$ cat src/rtl/core/skf_pkg.sv
// Shared constants and types for the scalar Kalman level filter core.
// No dependencies; used by scalar_kalman_level_filter_core.
`default_nettype none

package skf_pkg;

   // Sample / estimate width (signed, 16 fraction bits); legal range 16..64
   localparam int SAMPLE_WIDTH = 40;

   // Variance format: unsigned Q2.30
   localparam int VAR_W      = 32;
   localparam int FRAC_BITS  = 30;
   localparam int GAIN_W     = FRAC_BITS + 1;          // Q1.30 gain, value <= 1.0
   localparam int DIV_STEPS  = FRAC_BITS;              // radix-2 steps after the 1.0 bit
   localparam int CNT_W      = $clog2(DIV_STEPS);

   // Shared multiplier: 32 x 31
   localparam int MUL_A_W    = 32;
   localparam int MUL_P_W    = MUL_A_W + GAIN_W;

   // Innovation magnitude is multiplied in 32-bit chunks, high chunk first
   localparam int MAG_CHUNKS = (SAMPLE_WIDTH + MUL_A_W - 1) / MUL_A_W;
   localparam int MAG_PAD_W  = MAG_CHUNKS * MUL_A_W;
   localparam int CHUNK_W    = (MAG_CHUNKS > 1) ? $clog2(MAG_CHUNKS) : 1;
   localparam int PROD_W     = SAMPLE_WIDTH + GAIN_W;

   // Configuration port
   localparam int CSR_INDEX_W = 4;
   localparam int CSR_DATA_W  = VAR_W;
   localparam logic [CSR_INDEX_W-1:0] REG_PROCESS_VAR = 4'd0;
   localparam logic [CSR_INDEX_W-1:0] REG_MEAS_VAR    = 4'd1;

   // Reset values
   localparam logic [VAR_W-1:0] PROCESS_VAR_RST = 32'd10737;     // about 1e-5
   localparam logic [VAR_W-1:0] MEAS_VAR_RST    = 32'd1073742;   // about 1e-3
   localparam logic [VAR_W-1:0] ONE_Q30         = 32'h4000_0000; // 1.0

   typedef logic signed [SAMPLE_WIDTH-1:0] sample_type;
   typedef logic        [SAMPLE_WIDTH-1:0] mag_type;
   typedef logic        [VAR_W-1:0]        var_type;
   typedef logic        [GAIN_W-1:0]       gain_type;

endpackage

`default_nettype wire

$ cat src/rtl/core/scalar_kalman_level_filter_core.sv
// Scalar local-level Kalman filter core: sequencer around one shared 32x31 multiplier
// and one radix-2 restoring divider step. Depends on skf_pkg.
//
// Usage:
//  - req_* channel: one beat carries a sample (signed, 16 fraction bits) and a
//    start_series flag, taken when req_valid is high and req_stall low.
//    start_series reloads the level from the sample and the variance with 1.0
//    before the predict/update step.
//  - rsp_* channel: one beat per request with the new estimate and error variance
//    (unsigned Q2.30). Taken when rsp_valid is high and rsp_stall low.
//  - csr_* channel: index 0 = process variance Q, index 1 = measurement variance R,
//    both Q2.30. csr_ready is always high; other indexes are dropped. Write only
//    while no request is in flight.
//  - Steps from request beat to rsp_valid: 30 gain division steps, a multiply and
//    an accumulate per 32-bit chunk of the innovation, and one pass for the variance.
//    req_stall stays high until the result is loaded, so a new sample waits until
//    the last one is through.
//  - A stalled result holds the output register; the following result waits in
//    the last step until the slot frees.
//  - Synchronous reset: level 0, variance 1.0, Q and R at defaults, no result.
`default_nettype none

module scalar_kalman_level_filter_core (
   input  wire                                   clock,
   input  wire                                   reset,
   // request channel
   input  wire                                   req_valid,
   output logic                                  req_stall,
   input  wire  signed [skf_pkg::SAMPLE_WIDTH-1:0] req_sample,
   input  wire                                   req_start_series,
   // result channel
   output logic                                  rsp_valid,
   input  wire                                   rsp_stall,
   output logic signed [skf_pkg::SAMPLE_WIDTH-1:0] rsp_estimate,
   output logic        [skf_pkg::VAR_W-1:0]      rsp_error_variance,
   // configuration channel
   input  wire                                   csr_valid,
   output logic                                  csr_ready,
   input  wire         [skf_pkg::CSR_INDEX_W-1:0] csr_index,
   input  wire         [skf_pkg::CSR_DATA_W-1:0]  csr_data
);

   localparam int SW = skf_pkg::SAMPLE_WIDTH;
   localparam int FB = skf_pkg::FRAC_BITS;

   // sequencer codes
   localparam logic [2:0] ST_IDLE    = 3'd0;  // wait for a request beat
   localparam logic [2:0] ST_PRED    = 3'd1;  // Ppred = sat(P+Q), innovation
   localparam logic [2:0] ST_DIVINIT = 3'd2;  // divisor, integer gain bit
   localparam logic [2:0] ST_DIV     = 3'd3;  // one gain bit per cycle
   localparam logic [2:0] ST_MUL     = 3'd4;  // chunk of |z-x| times K
   localparam logic [2:0] ST_ACC     = 3'd5;  // accumulate chunk product
   localparam logic [2:0] ST_VMUL    = 3'd6;  // (1-K)*Ppred, level update
   localparam logic [2:0] ST_VUPD    = 3'd7;  // store variance, load result

   logic [2:0] state_ff, state_in;

   // configuration
   skf_pkg::var_type q_var_ff, q_var_in;
   skf_pkg::var_type r_var_ff, r_var_in;

   // filter state
   skf_pkg::sample_type x_ff, x_in;
   skf_pkg::var_type    p_ff, p_in;

   // per-item working registers
   skf_pkg::sample_type               z_ff, z_in;
   skf_pkg::var_type                  ppred_ff, ppred_in;
   skf_pkg::mag_type                  mag_ff, mag_in;
   logic                              neg_ff, neg_in;
   logic [skf_pkg::VAR_W:0]           div_ff, div_in;
   logic                              div_zero_ff, div_zero_in;
   logic [skf_pkg::VAR_W:0]           rem_ff, rem_in;
   skf_pkg::gain_type                 k_ff, k_in;
   logic [skf_pkg::CNT_W-1:0]         cnt_ff, cnt_in;
   logic [skf_pkg::CHUNK_W-1:0]       chunk_ff, chunk_in;
   logic [skf_pkg::MUL_P_W-1:0]       prod_ff, prod_in;
   logic [skf_pkg::PROD_W-1:0]        acc_ff, acc_in;

   // result register
   logic                              rsp_valid_ff, rsp_valid_in;
   skf_pkg::sample_type               rsp_est_ff, rsp_est_in;
   skf_pkg::var_type                  rsp_var_ff, rsp_var_in;

   // combinational helpers
   logic                              req_take;
   logic                              rsp_free;
   logic [skf_pkg::VAR_W:0]           p_sum;
   logic signed [SW:0]                diff;
   logic [skf_pkg::VAR_W:0]           div_new;
   logic [skf_pkg::VAR_W+1:0]         rem_dbl;
   logic [skf_pkg::VAR_W+1:0]         rem_sub;
   logic                              rem_ge;
   skf_pkg::gain_type                 k_shift;
   logic [skf_pkg::MAG_PAD_W-1:0]     mag_pad;
   logic [skf_pkg::MUL_A_W-1:0]       mul_a;
   skf_pkg::gain_type                 mul_b;
   logic [skf_pkg::MUL_P_W-1:0]       mul_p;
   skf_pkg::mag_type                  q_step;
   logic                              q_rem;

   assign csr_ready = 1'b1;
   assign req_stall = (state_ff != ST_IDLE);
   assign req_take  = req_valid && (state_ff == ST_IDLE);
   assign rsp_free  = !rsp_valid_ff || !rsp_stall;

   assign rsp_valid          = rsp_valid_ff;
   assign rsp_estimate       = rsp_est_ff;
   assign rsp_error_variance = rsp_var_ff;

   // datapath pieces shared by the sequencer
   assign p_sum   = {1'b0, p_ff} + {1'b0, q_var_ff};
   assign diff    = {z_ff[SW-1], z_ff} - {x_ff[SW-1], x_ff};
   assign div_new = {1'b0, ppred_ff} + {1'b0, r_var_ff};
   assign rem_dbl = {rem_ff, 1'b0};
   assign rem_sub = rem_dbl - {1'b0, div_ff};
   assign rem_ge  = (rem_dbl >= {1'b0, div_ff});
   assign k_shift = {k_ff[skf_pkg::GAIN_W-2:0], rem_ge};
   assign mag_pad = skf_pkg::MAG_PAD_W'(mag_ff);
   assign q_step  = SW'(acc_ff >> FB);
   assign q_rem   = |acc_ff[FB-1:0];

   // one shared multiplier: innovation chunks times K, then Ppred times (1-K)
   always_comb begin
      if (state_ff == ST_VMUL) begin
         mul_a = ppred_ff;
         mul_b = skf_pkg::GAIN_W'(skf_pkg::ONE_Q30) - k_ff;
      end else begin
         mul_a = mag_pad[chunk_ff*skf_pkg::MUL_A_W +: skf_pkg::MUL_A_W];
         mul_b = k_ff;
      end
      mul_p = skf_pkg::MUL_P_W'(mul_a) * skf_pkg::MUL_P_W'(mul_b);
   end

   always_comb begin
      state_in     = state_ff;
      q_var_in     = q_var_ff;
      r_var_in     = r_var_ff;
      x_in         = x_ff;
      p_in         = p_ff;
      z_in         = z_ff;
      ppred_in     = ppred_ff;
      mag_in       = mag_ff;
      neg_in       = neg_ff;
      div_in       = div_ff;
      div_zero_in  = div_zero_ff;
      rem_in       = rem_ff;
      k_in         = k_ff;
      cnt_in       = cnt_ff;
      chunk_in     = chunk_ff;
      prod_in      = prod_ff;
      acc_in       = acc_ff;
      rsp_est_in   = rsp_est_ff;
      rsp_var_in   = rsp_var_ff;
      rsp_valid_in = rsp_valid_ff && rsp_stall;

      if (csr_valid && csr_ready) begin
         case (csr_index)
            skf_pkg::REG_PROCESS_VAR: q_var_in = csr_data;
            skf_pkg::REG_MEAS_VAR:    r_var_in = csr_data;
            default: ;
         endcase
      end

      case (state_ff)
         ST_IDLE: begin
            if (req_take) begin
               z_in = req_sample;
               if (req_start_series) begin
                  x_in = req_sample;
                  p_in = skf_pkg::ONE_Q30;
               end
               state_in = ST_PRED;
            end
         end
         ST_PRED: begin
            // saturate P+Q at all ones
            ppred_in = p_sum[skf_pkg::VAR_W] ? '1 : p_sum[skf_pkg::VAR_W-1:0];
            neg_in   = diff[SW];
            mag_in   = diff[SW] ? SW'(-diff) : SW'(diff);
            state_in = ST_DIVINIT;
         end
         ST_DIVINIT: begin
            div_in      = div_new;
            div_zero_in = (div_new == '0);
            cnt_in      = '0;
            // Ppred/(Ppred+R) reaches 1.0 only when R is zero
            if (r_var_ff == '0) begin
               k_in   = skf_pkg::GAIN_W'(div_new != '0);
               rem_in = '0;
            end else begin
               k_in   = '0;
               rem_in = {1'b0, ppred_ff};
            end
            state_in = ST_DIV;
         end
         ST_DIV: begin
            // remainder stays below the divisor, which may need all 33 bits
            rem_in = rem_ge ? rem_sub[skf_pkg::VAR_W:0] : rem_dbl[skf_pkg::VAR_W:0];
            k_in   = k_shift;
            cnt_in = cnt_ff + 1'b1;
            if (cnt_ff == skf_pkg::CNT_W'(skf_pkg::DIV_STEPS - 1)) begin
               if (div_zero_ff) begin
                  k_in = '0;
               end
               chunk_in = skf_pkg::CHUNK_W'(skf_pkg::MAG_CHUNKS - 1);
               acc_in   = '0;
               state_in = ST_MUL;
            end
         end
         ST_MUL: begin
            prod_in  = mul_p;
            state_in = ST_ACC;
         end
         ST_ACC: begin
            acc_in = (acc_ff << skf_pkg::MUL_A_W) + skf_pkg::PROD_W'(prod_ff);
            if (chunk_ff == '0) begin
               state_in = ST_VMUL;
            end else begin
               chunk_in = chunk_ff - 1'b1;
               state_in = ST_MUL;
            end
         end
         ST_VMUL: begin
            prod_in = mul_p;
            // floor shift: a negative step with a dropped remainder rounds away
            if (neg_ff) begin
               x_in = x_ff - $signed(q_step + SW'(q_rem));
            end else begin
               x_in = x_ff + $signed(q_step);
            end
            state_in = ST_VUPD;
         end
         ST_VUPD: begin
            if (rsp_free) begin
               p_in         = prod_ff[FB +: skf_pkg::VAR_W];
               rsp_est_in   = x_ff;
               rsp_var_in   = prod_ff[FB +: skf_pkg::VAR_W];
               rsp_valid_in = 1'b1;
               state_in     = ST_IDLE;
            end
         end
         default: state_in = ST_IDLE;
      endcase
   end

   always_ff @(posedge clock) begin
      if (reset) begin
         state_ff     <= ST_IDLE;
         q_var_ff     <= skf_pkg::PROCESS_VAR_RST;
         r_var_ff     <= skf_pkg::MEAS_VAR_RST;
         x_ff         <= '0;
         p_ff         <= skf_pkg::ONE_Q30;
         rsp_valid_ff <= 1'b0;
      end else begin
         state_ff     <= state_in;
         q_var_ff     <= q_var_in;
         r_var_ff     <= r_var_in;
         x_ff         <= x_in;
         p_ff         <= p_in;
         rsp_valid_ff <= rsp_valid_in;
      end
   end

   always_ff @(posedge clock) begin
      z_ff        <= z_in;
      ppred_ff    <= ppred_in;
      mag_ff      <= mag_in;
      neg_ff      <= neg_in;
      div_ff      <= div_in;
      div_zero_ff <= div_zero_in;
      rem_ff      <= rem_in;
      k_ff        <= k_in;
      cnt_ff      <= cnt_in;
      chunk_ff    <= chunk_in;
      prod_ff     <= prod_in;
      acc_ff      <= acc_in;
      rsp_est_ff  <= rsp_est_in;
      rsp_var_ff  <= rsp_var_in;
   end

endmodule

`default_nettype wire
$ cat config.mk
export PLATFORM = sky130hd
export DESIGN_NAME = scalar_kalman_level_filter_core
export DESIGN_NICKNAME = d
export VERILOG_FILES = /design/src/rtl/core/skf_pkg.sv /design/src/rtl/core/scalar_kalman_level_filter_core.sv
export SDC_FILE = /design/constraint.sdc
export NUM_CORES = 2
export LEC_CHECK = 0
export ABC_AREA = 1
export BUFFER_PORTS_ARGS = -buffer_cell sky130_fd_sc_hd__clkbuf_2
export CORE_ASPECT_RATIO = 0.6
export CORE_UTILIZATION = 35
export DETAILED_ROUTE_END_ITERATION = 8
export PLACE_DENSITY = 0.57
export SLEW_MARGIN = 20
export SYNTH_ARGS = -nofsm -noshare
export SYNTH_HDL_FRONTEND = slang
export SYNTH_SLANG_ARGS = --single-unit
$ cat constraint.sdc
create_clock -name clock -period 9.8 [get_ports clock]
set_clock_uncertainty 0.05 [all_clocks]
set_input_delay 0.49 -clock clock [delete_from_list [all_inputs] [get_ports clock]]
set_output_delay 0.49 -clock clock [all_outputs]
set_load 0.005 [all_outputs]
* After elaboration in Yosys (flattened, before gate mapping)
Cells that the tools add are included.
** Storage, ports and cells
- Output and inout bits :: 75
- Bits in registers :: 562
** Operators by class
- Magnitude comparators :: 1
- Add/subtract/negate cells :: 12
- Reduce and logical (&&, ||, !) cells :: 25
- Shift-type cells :: 1
- Multipliers :: 1
- Multiplexer cells :: 31
- Equality and inequality tests :: 13
** Operator list (count)
- 32-bit two-way mux :: 5
- 40-bit two-way mux :: 4
- 70-bit one-hot mux with 2 select lines :: 1
- 31-bit two-way mux :: 3
- 40-bit one-hot mux with 2 select lines :: 1
- 70-bit by 63-bit adder with 70-bit output :: 1
- 70-bit two-way mux :: 1
- 32-bit by 32-bit adder with 33-bit output :: 2
- 33-bit one-hot mux with 2 select lines :: 1
- 32-bit one-hot mux with 2 select lines :: 1
- 64-bit by 7-bit indexed part select with 32-bit output :: 1
- 32-bit by 31-bit multiplier with 63-bit output :: 1
- 31-bit one-hot mux with 2 select lines :: 1
- 40-bit by 40-bit subtractor with 41-bit output :: 1
- 40-bit by 1-bit adder with 40-bit output :: 1
- 40-bit adder :: 1
- 40-bit negator :: 1
- 40-bit subtractor :: 1
- 34-bit by 33-bit greater-or-equal comparator with 1-bit output :: 1
- 33-bit logical NOT :: 1
- 33-bit two-way mux :: 1
- 33-bit nonzero test :: 1
- 33-bit subtractor :: 1
- 32-bit logical NOT :: 1
- other kinds (27) :: 50

* Depth between registers and ports, before layout
- Depth in word-level cells :: 5
- Gate-level depth with buffers :: 44
- Depth with buffers taken out :: 41

* Least setup slack after synthesis
No wires, ideal clock.
- Path kind :: flip-flop to flip-flop
- From :: reg state_ff[2]
- To :: reg prod_ff[57] in the netlist's numbering, data pin
- Data required time :: 9492 ps
- Clock period less this slack :: 10866 ps
- Setup slack :: -1066 ps
- Arrival :: 10557 ps
- Cell stages (with the launch flop) :: 34
- Library setup time :: 258 ps
- Path through :: dfxtp_1 -> buf_2 -> inv_1 -> nor2_1 -> nand2_1 -> clkbuf_1 -> buf_2 -> o21ai_1 -> clkbuf_1 -> nand2_1 -> fa_1 -> inv_1 -> fa_1 -> inv_1 -> fa_1 -> fa_1 -> inv_1 -> fa_1 -> fa_1 -> fa_1 -> inv_1 -> fa_1 -> inv_1 -> ha_1 -> nand2_1 -> nor2_1 -> inv_1 -> nor4_1 -> nand3_1 -> nand3_1 -> nand3_1 -> nand2_1 -> a21oi_1 -> xnor2_1
** Between the ends
- Word-level cells in the longest chain between the ends :: 3
- Elaborated cells between the ends (all ways) :: 4
- Classes of those cells :: mul: 1; eq/ne: 1; mux: 2
** RTL lines
- from (decl) :: RTL line scalar_kalman_level_filter_core.sv:56 : logic [2:0] state_ff, state_in;
- from (signal assigned) :: RTL line scalar_kalman_level_filter_core.sv:256 : state_ff <= state_in;
- 3-bit equality test (*) :: RTL line scalar_kalman_level_filter_core.sv:125 : if (state_ff == ST_VMUL) begin
- 32-bit two-way mux or 31-bit two-way mux (tied branches) :: RTL line scalar_kalman_level_filter_core.sv:125
- 32-bit by 31-bit multiplier with 63-bit output (*) :: RTL line scalar_kalman_level_filter_core.sv:132 : mul_p = skf_pkg::MUL_P_W'(mul_a) * skf_pkg::MUL_P_W'(mul_b);
- via mul_p, one bit :: RTL line scalar_kalman_level_filter_core.sv:98 : logic [skf_pkg::MUL_P_W-1:0] mul_p;
- to (signal assigned) :: RTL line scalar_kalman_level_filter_core.sv:276 : prod_ff <= prod_in;
- to (decl) :: RTL line scalar_kalman_level_filter_core.sv:77 : logic [skf_pkg::MUL_P_W-1:0] prod_ff, prod_in;
Mark *: on every way through the listed nets, which the timed path passes. The rest lies on a longest branch.
A chain may end at the register's enable or synchronous reset.

* Worst setup path in the final report
- From :: reg state_ff[2]
- To :: reg prod_ff[56] in the netlist's numbering, data pin
The elaborated chain is that of the path after synthesis.

==> metrics.md <==
| Metric | Value |
|---|---|
| First-pass GRT wire length | around 430000 µm |
| # setup viols final | 0 |
| Synth Area in Compound Gates | 8.98% |
| Critical path class | reg2reg |
| Synth top area share | approximately 25% |
| WP buf/inv | 10 |
| Max-Cap Viols | 0 |
| CP arrival | slightly below 10 ns |
| Die X | approximately 580 µm |
| Initial Util | 35.3% |
| Final period util | between 90% and 100% |
| Root buf cell | clkbuf_16 |
| # DRC | 0 |
| Seq cells post-synth | approximately 560 |
| Unrepaired setup endpoints after global routing | false |
| H-tree depth | 3 |
| Most instantiated cells after synthesis | 2031 x nand2_1, 1684 x inv_1, 1093 x nor2_1 |
| Post-synth EDFFs | about 420 |
| # rows | about 130 |
| CP Launch Type | register |
| Clk buf depth | 3 |
| Top cell by count, worst path | fa_1 |
| Final Max Slew Viols | 0 |
| Total Neg Setup Slack | 0 ns |
| Most frequent cell after synthesis | nand2_1 |
| Antenna viol nets, final | 0 |
| Final hold vios | 0 |
| Worst hold endpoint | q_var_ff[6] |
| Hold crit path type | in2reg |
| I/O pins | 157 |
| Total grt overflow | 0 |
| Initial DRC Count | approximately 7700 |
| Post-DP HPWL | 256000 µm |
| Nets | roughly 11000 |
| Syn nets | 10560 |
| DIE HEIGHT | roughly 350 µm |
| Fmax achieved | 0.105 GHz |
| Crit path depth | 33 |
| Via density | about 5.4 |
| Largest family of logic cells by synthesized area | adder cells |
| CP max stage cell | fa_1 |
| Critical path's largest stage delay | around 0.7 ns |
| Synth top area cells | fa_1 25%, edfxtp_1 18%, nand2_1 11% |
| Gpl congestion | approximately 1.0 |
| Post-synthesis adder-cell area fraction | 34.4% |
| Worst setup EP type | register |
| Worst R2R Start | state_ff[2] |
| Drt total wl | 299000 µm |
| Cell accounting for the most synthesized area | fa_1 |
| Buffers on Ports | 155 |
| Area growth, synth to finish | 10.7% |
| Maximum fanout along the worst path | 15 |
| Ys flop type | edfxtp_1 |
| R2R Setup Slk | 0.25 ns |
| Fraction of synthesized area in multiplexers | 0% |
| RR Endpoint | prod_ff[56] |
| Warnings, synthesis | 0 |
| Data required, critical path | approximately 10 ns |
| GRT Util Overall | between 20 and 30% |
| Vias in the first global route | around 60000 |
| Asr flop ratio synth | 0% |
| Worst Tran Pin Value | roughly 1.1 ns |
| Die area | 204000 µm² |
| Wirelength per Cell | around 25 µm |
| Syn Inst Count | 9061 |
| Hold depth | 3 |
| Clock Sinks | roughly 560 |
| Total iterations of the first detailed-routing run | 6 |
| Mean Syn Cell Area | 7.80 µm² |
| Share of cells above drive strength 1 | slightly above 6% |
| Sequential cell area fraction in the yosys report | 21.9% |
| Netlist cell types | 59 |
| Initial antenna violation count | 17 |
| Largest net degree at the start of global routing | 75 |
| Post-synthesis xor/xnor area fraction | 2.21% |
| TritonCTS clock tree | done |
| Clock transition at the registers of the reported paths | 0.06 ns |
| Mapped Area | 70700 µm² |
| Min Tclk post-route | 9.55 ns |
| Status | completed |
| Reg2Reg Depth | 33 |
| Simple-Gate Fraction of Synth Area | 22.0% |
| Hold_sp | csr_data[6] |
| Rel. slew slack | between 20% and 30% |
| Clock latency on the worst-skew pair | about 0.7 ns |
| Final design utilization | 39.1% |
| Crit path max-delay family | adder cells |
| Vias | between 60000 and 70000 |
| Inserted Clock Buffers | 66 |
| Core box area | 200000 µm² |
## per-stage QoR
stage | area (µm²) | hold WS [ns] | instances | setup slack, ns
3_5_place_dp | 75400 | 0.408 | 11807 | 0.170
4_1_cts | 78100 | 0.00133 | 11972 | 0.168
2_1_floorplan | 70700 | 0.383 | 9061 | 0.119
3_3_place_gp | 75400 | 0.392 | 11807 | 0.128
6_report | 78200 | 0.0417 | 11979 | 0.246
5_1_grt | 78200 | 0.0143 | 11976 | 0.0121
## layer usage
metal  wire, µm  vias to the layer above  global-route usage, %
li1           -                    28866                      -
met1     150000                    31762                   48.1
met2     104000                     3233                   35.3
met3      40800                      264                   10.2
met4       4330                       14                   4.14
met5         97                        -                      0
## cell type report
class / instances / area, µm²
repair buffers: 401 / 2840
well taps: 2644 / 3310
diodes: 3 / 7.51
clock inverters: 42 / 477
multi-input cells: 6541 / 47900
flip-flops and latches: 562 / 15500
clock buffers: 80 / 1790
fillers: 20922 / 122000
inverters: 1706 / 6420
## flip-flops by register name, summed over array words and instances (netlist names), 3 cells and up
signal,flops
acc_ff,70
cnt_ff,5
div_ff,33
k_ff,31
mag_ff,40
p_ff,32
ppred_ff,32
prod_ff,63
q_var_ff,32
r_var_ff,32
rem_ff,33
rsp_error_variance,32
rsp_estimate,40
state_ff,3
x_ff,40
z_ff,40
## kinds of logic after synthesis
family | Yosys count
flip-flops | 562
adder cells (fa/ha/maj) | 1417
AO/OA/AOI/OAI | 1141
AND/OR/NAND/NOR | 3808
XOR/XNOR | 174
buffers and inverters | 1958
other | 1
## worst max-delay path by stage
stage / from / end / slack, ns
after detailed placement: k_ff[0] / prod_ff[47] / 0.17
final: state_ff[2] / prod_ff[56] / 0.25
after global placement: k_ff[0] / prod_ff[49] / 0.13
after CTS: k_ff[0] / prod_ff[47] / 0.17
after floorplan: state_ff[2] / prod_ff[57] / 0.12
after global routing: k_ff[0] / prod_ff[57] / 0.01
## tightest hold or removal path, stage by stage
cell and delay [ns]:
clkbuf_2 0.13, nand2_1 0.06, nand3_1 0.07
## cells in the final DEF (no fill, tap or decap), types with 30 or more instances in the layout
cell type         n
nand2_1        2028
inv_1          1680
nor2_1         1086
fa_1            873
ha_1            542
a21oi_1         540
nand3_1         428
edfxtp_1        422
o21ai_0         333
buf_4           195
clkbuf_2        154
dfxtp_1         140
xor2_1          109
clkbuf_16        70
xnor2_1          63
nand4_1          58
nand3b_1         56
nor3_1           50
o21a_1           49
a21o_1           44
dlygate4sd3_1    43
nor4_1           37
a31oi_1          30
## what timing repair did
action | CTS | global route
endpoints found under the setup margin | 0 | 29
setup buffers | 0 | 3
hold endpoints to repair | 46 | 0
resized for setup | 0 | 10
hold buffers | 43 | 0
Power is not shown: default switching activity piles up to over one toggle a cycle in this logic, so the estimate is an artifact.
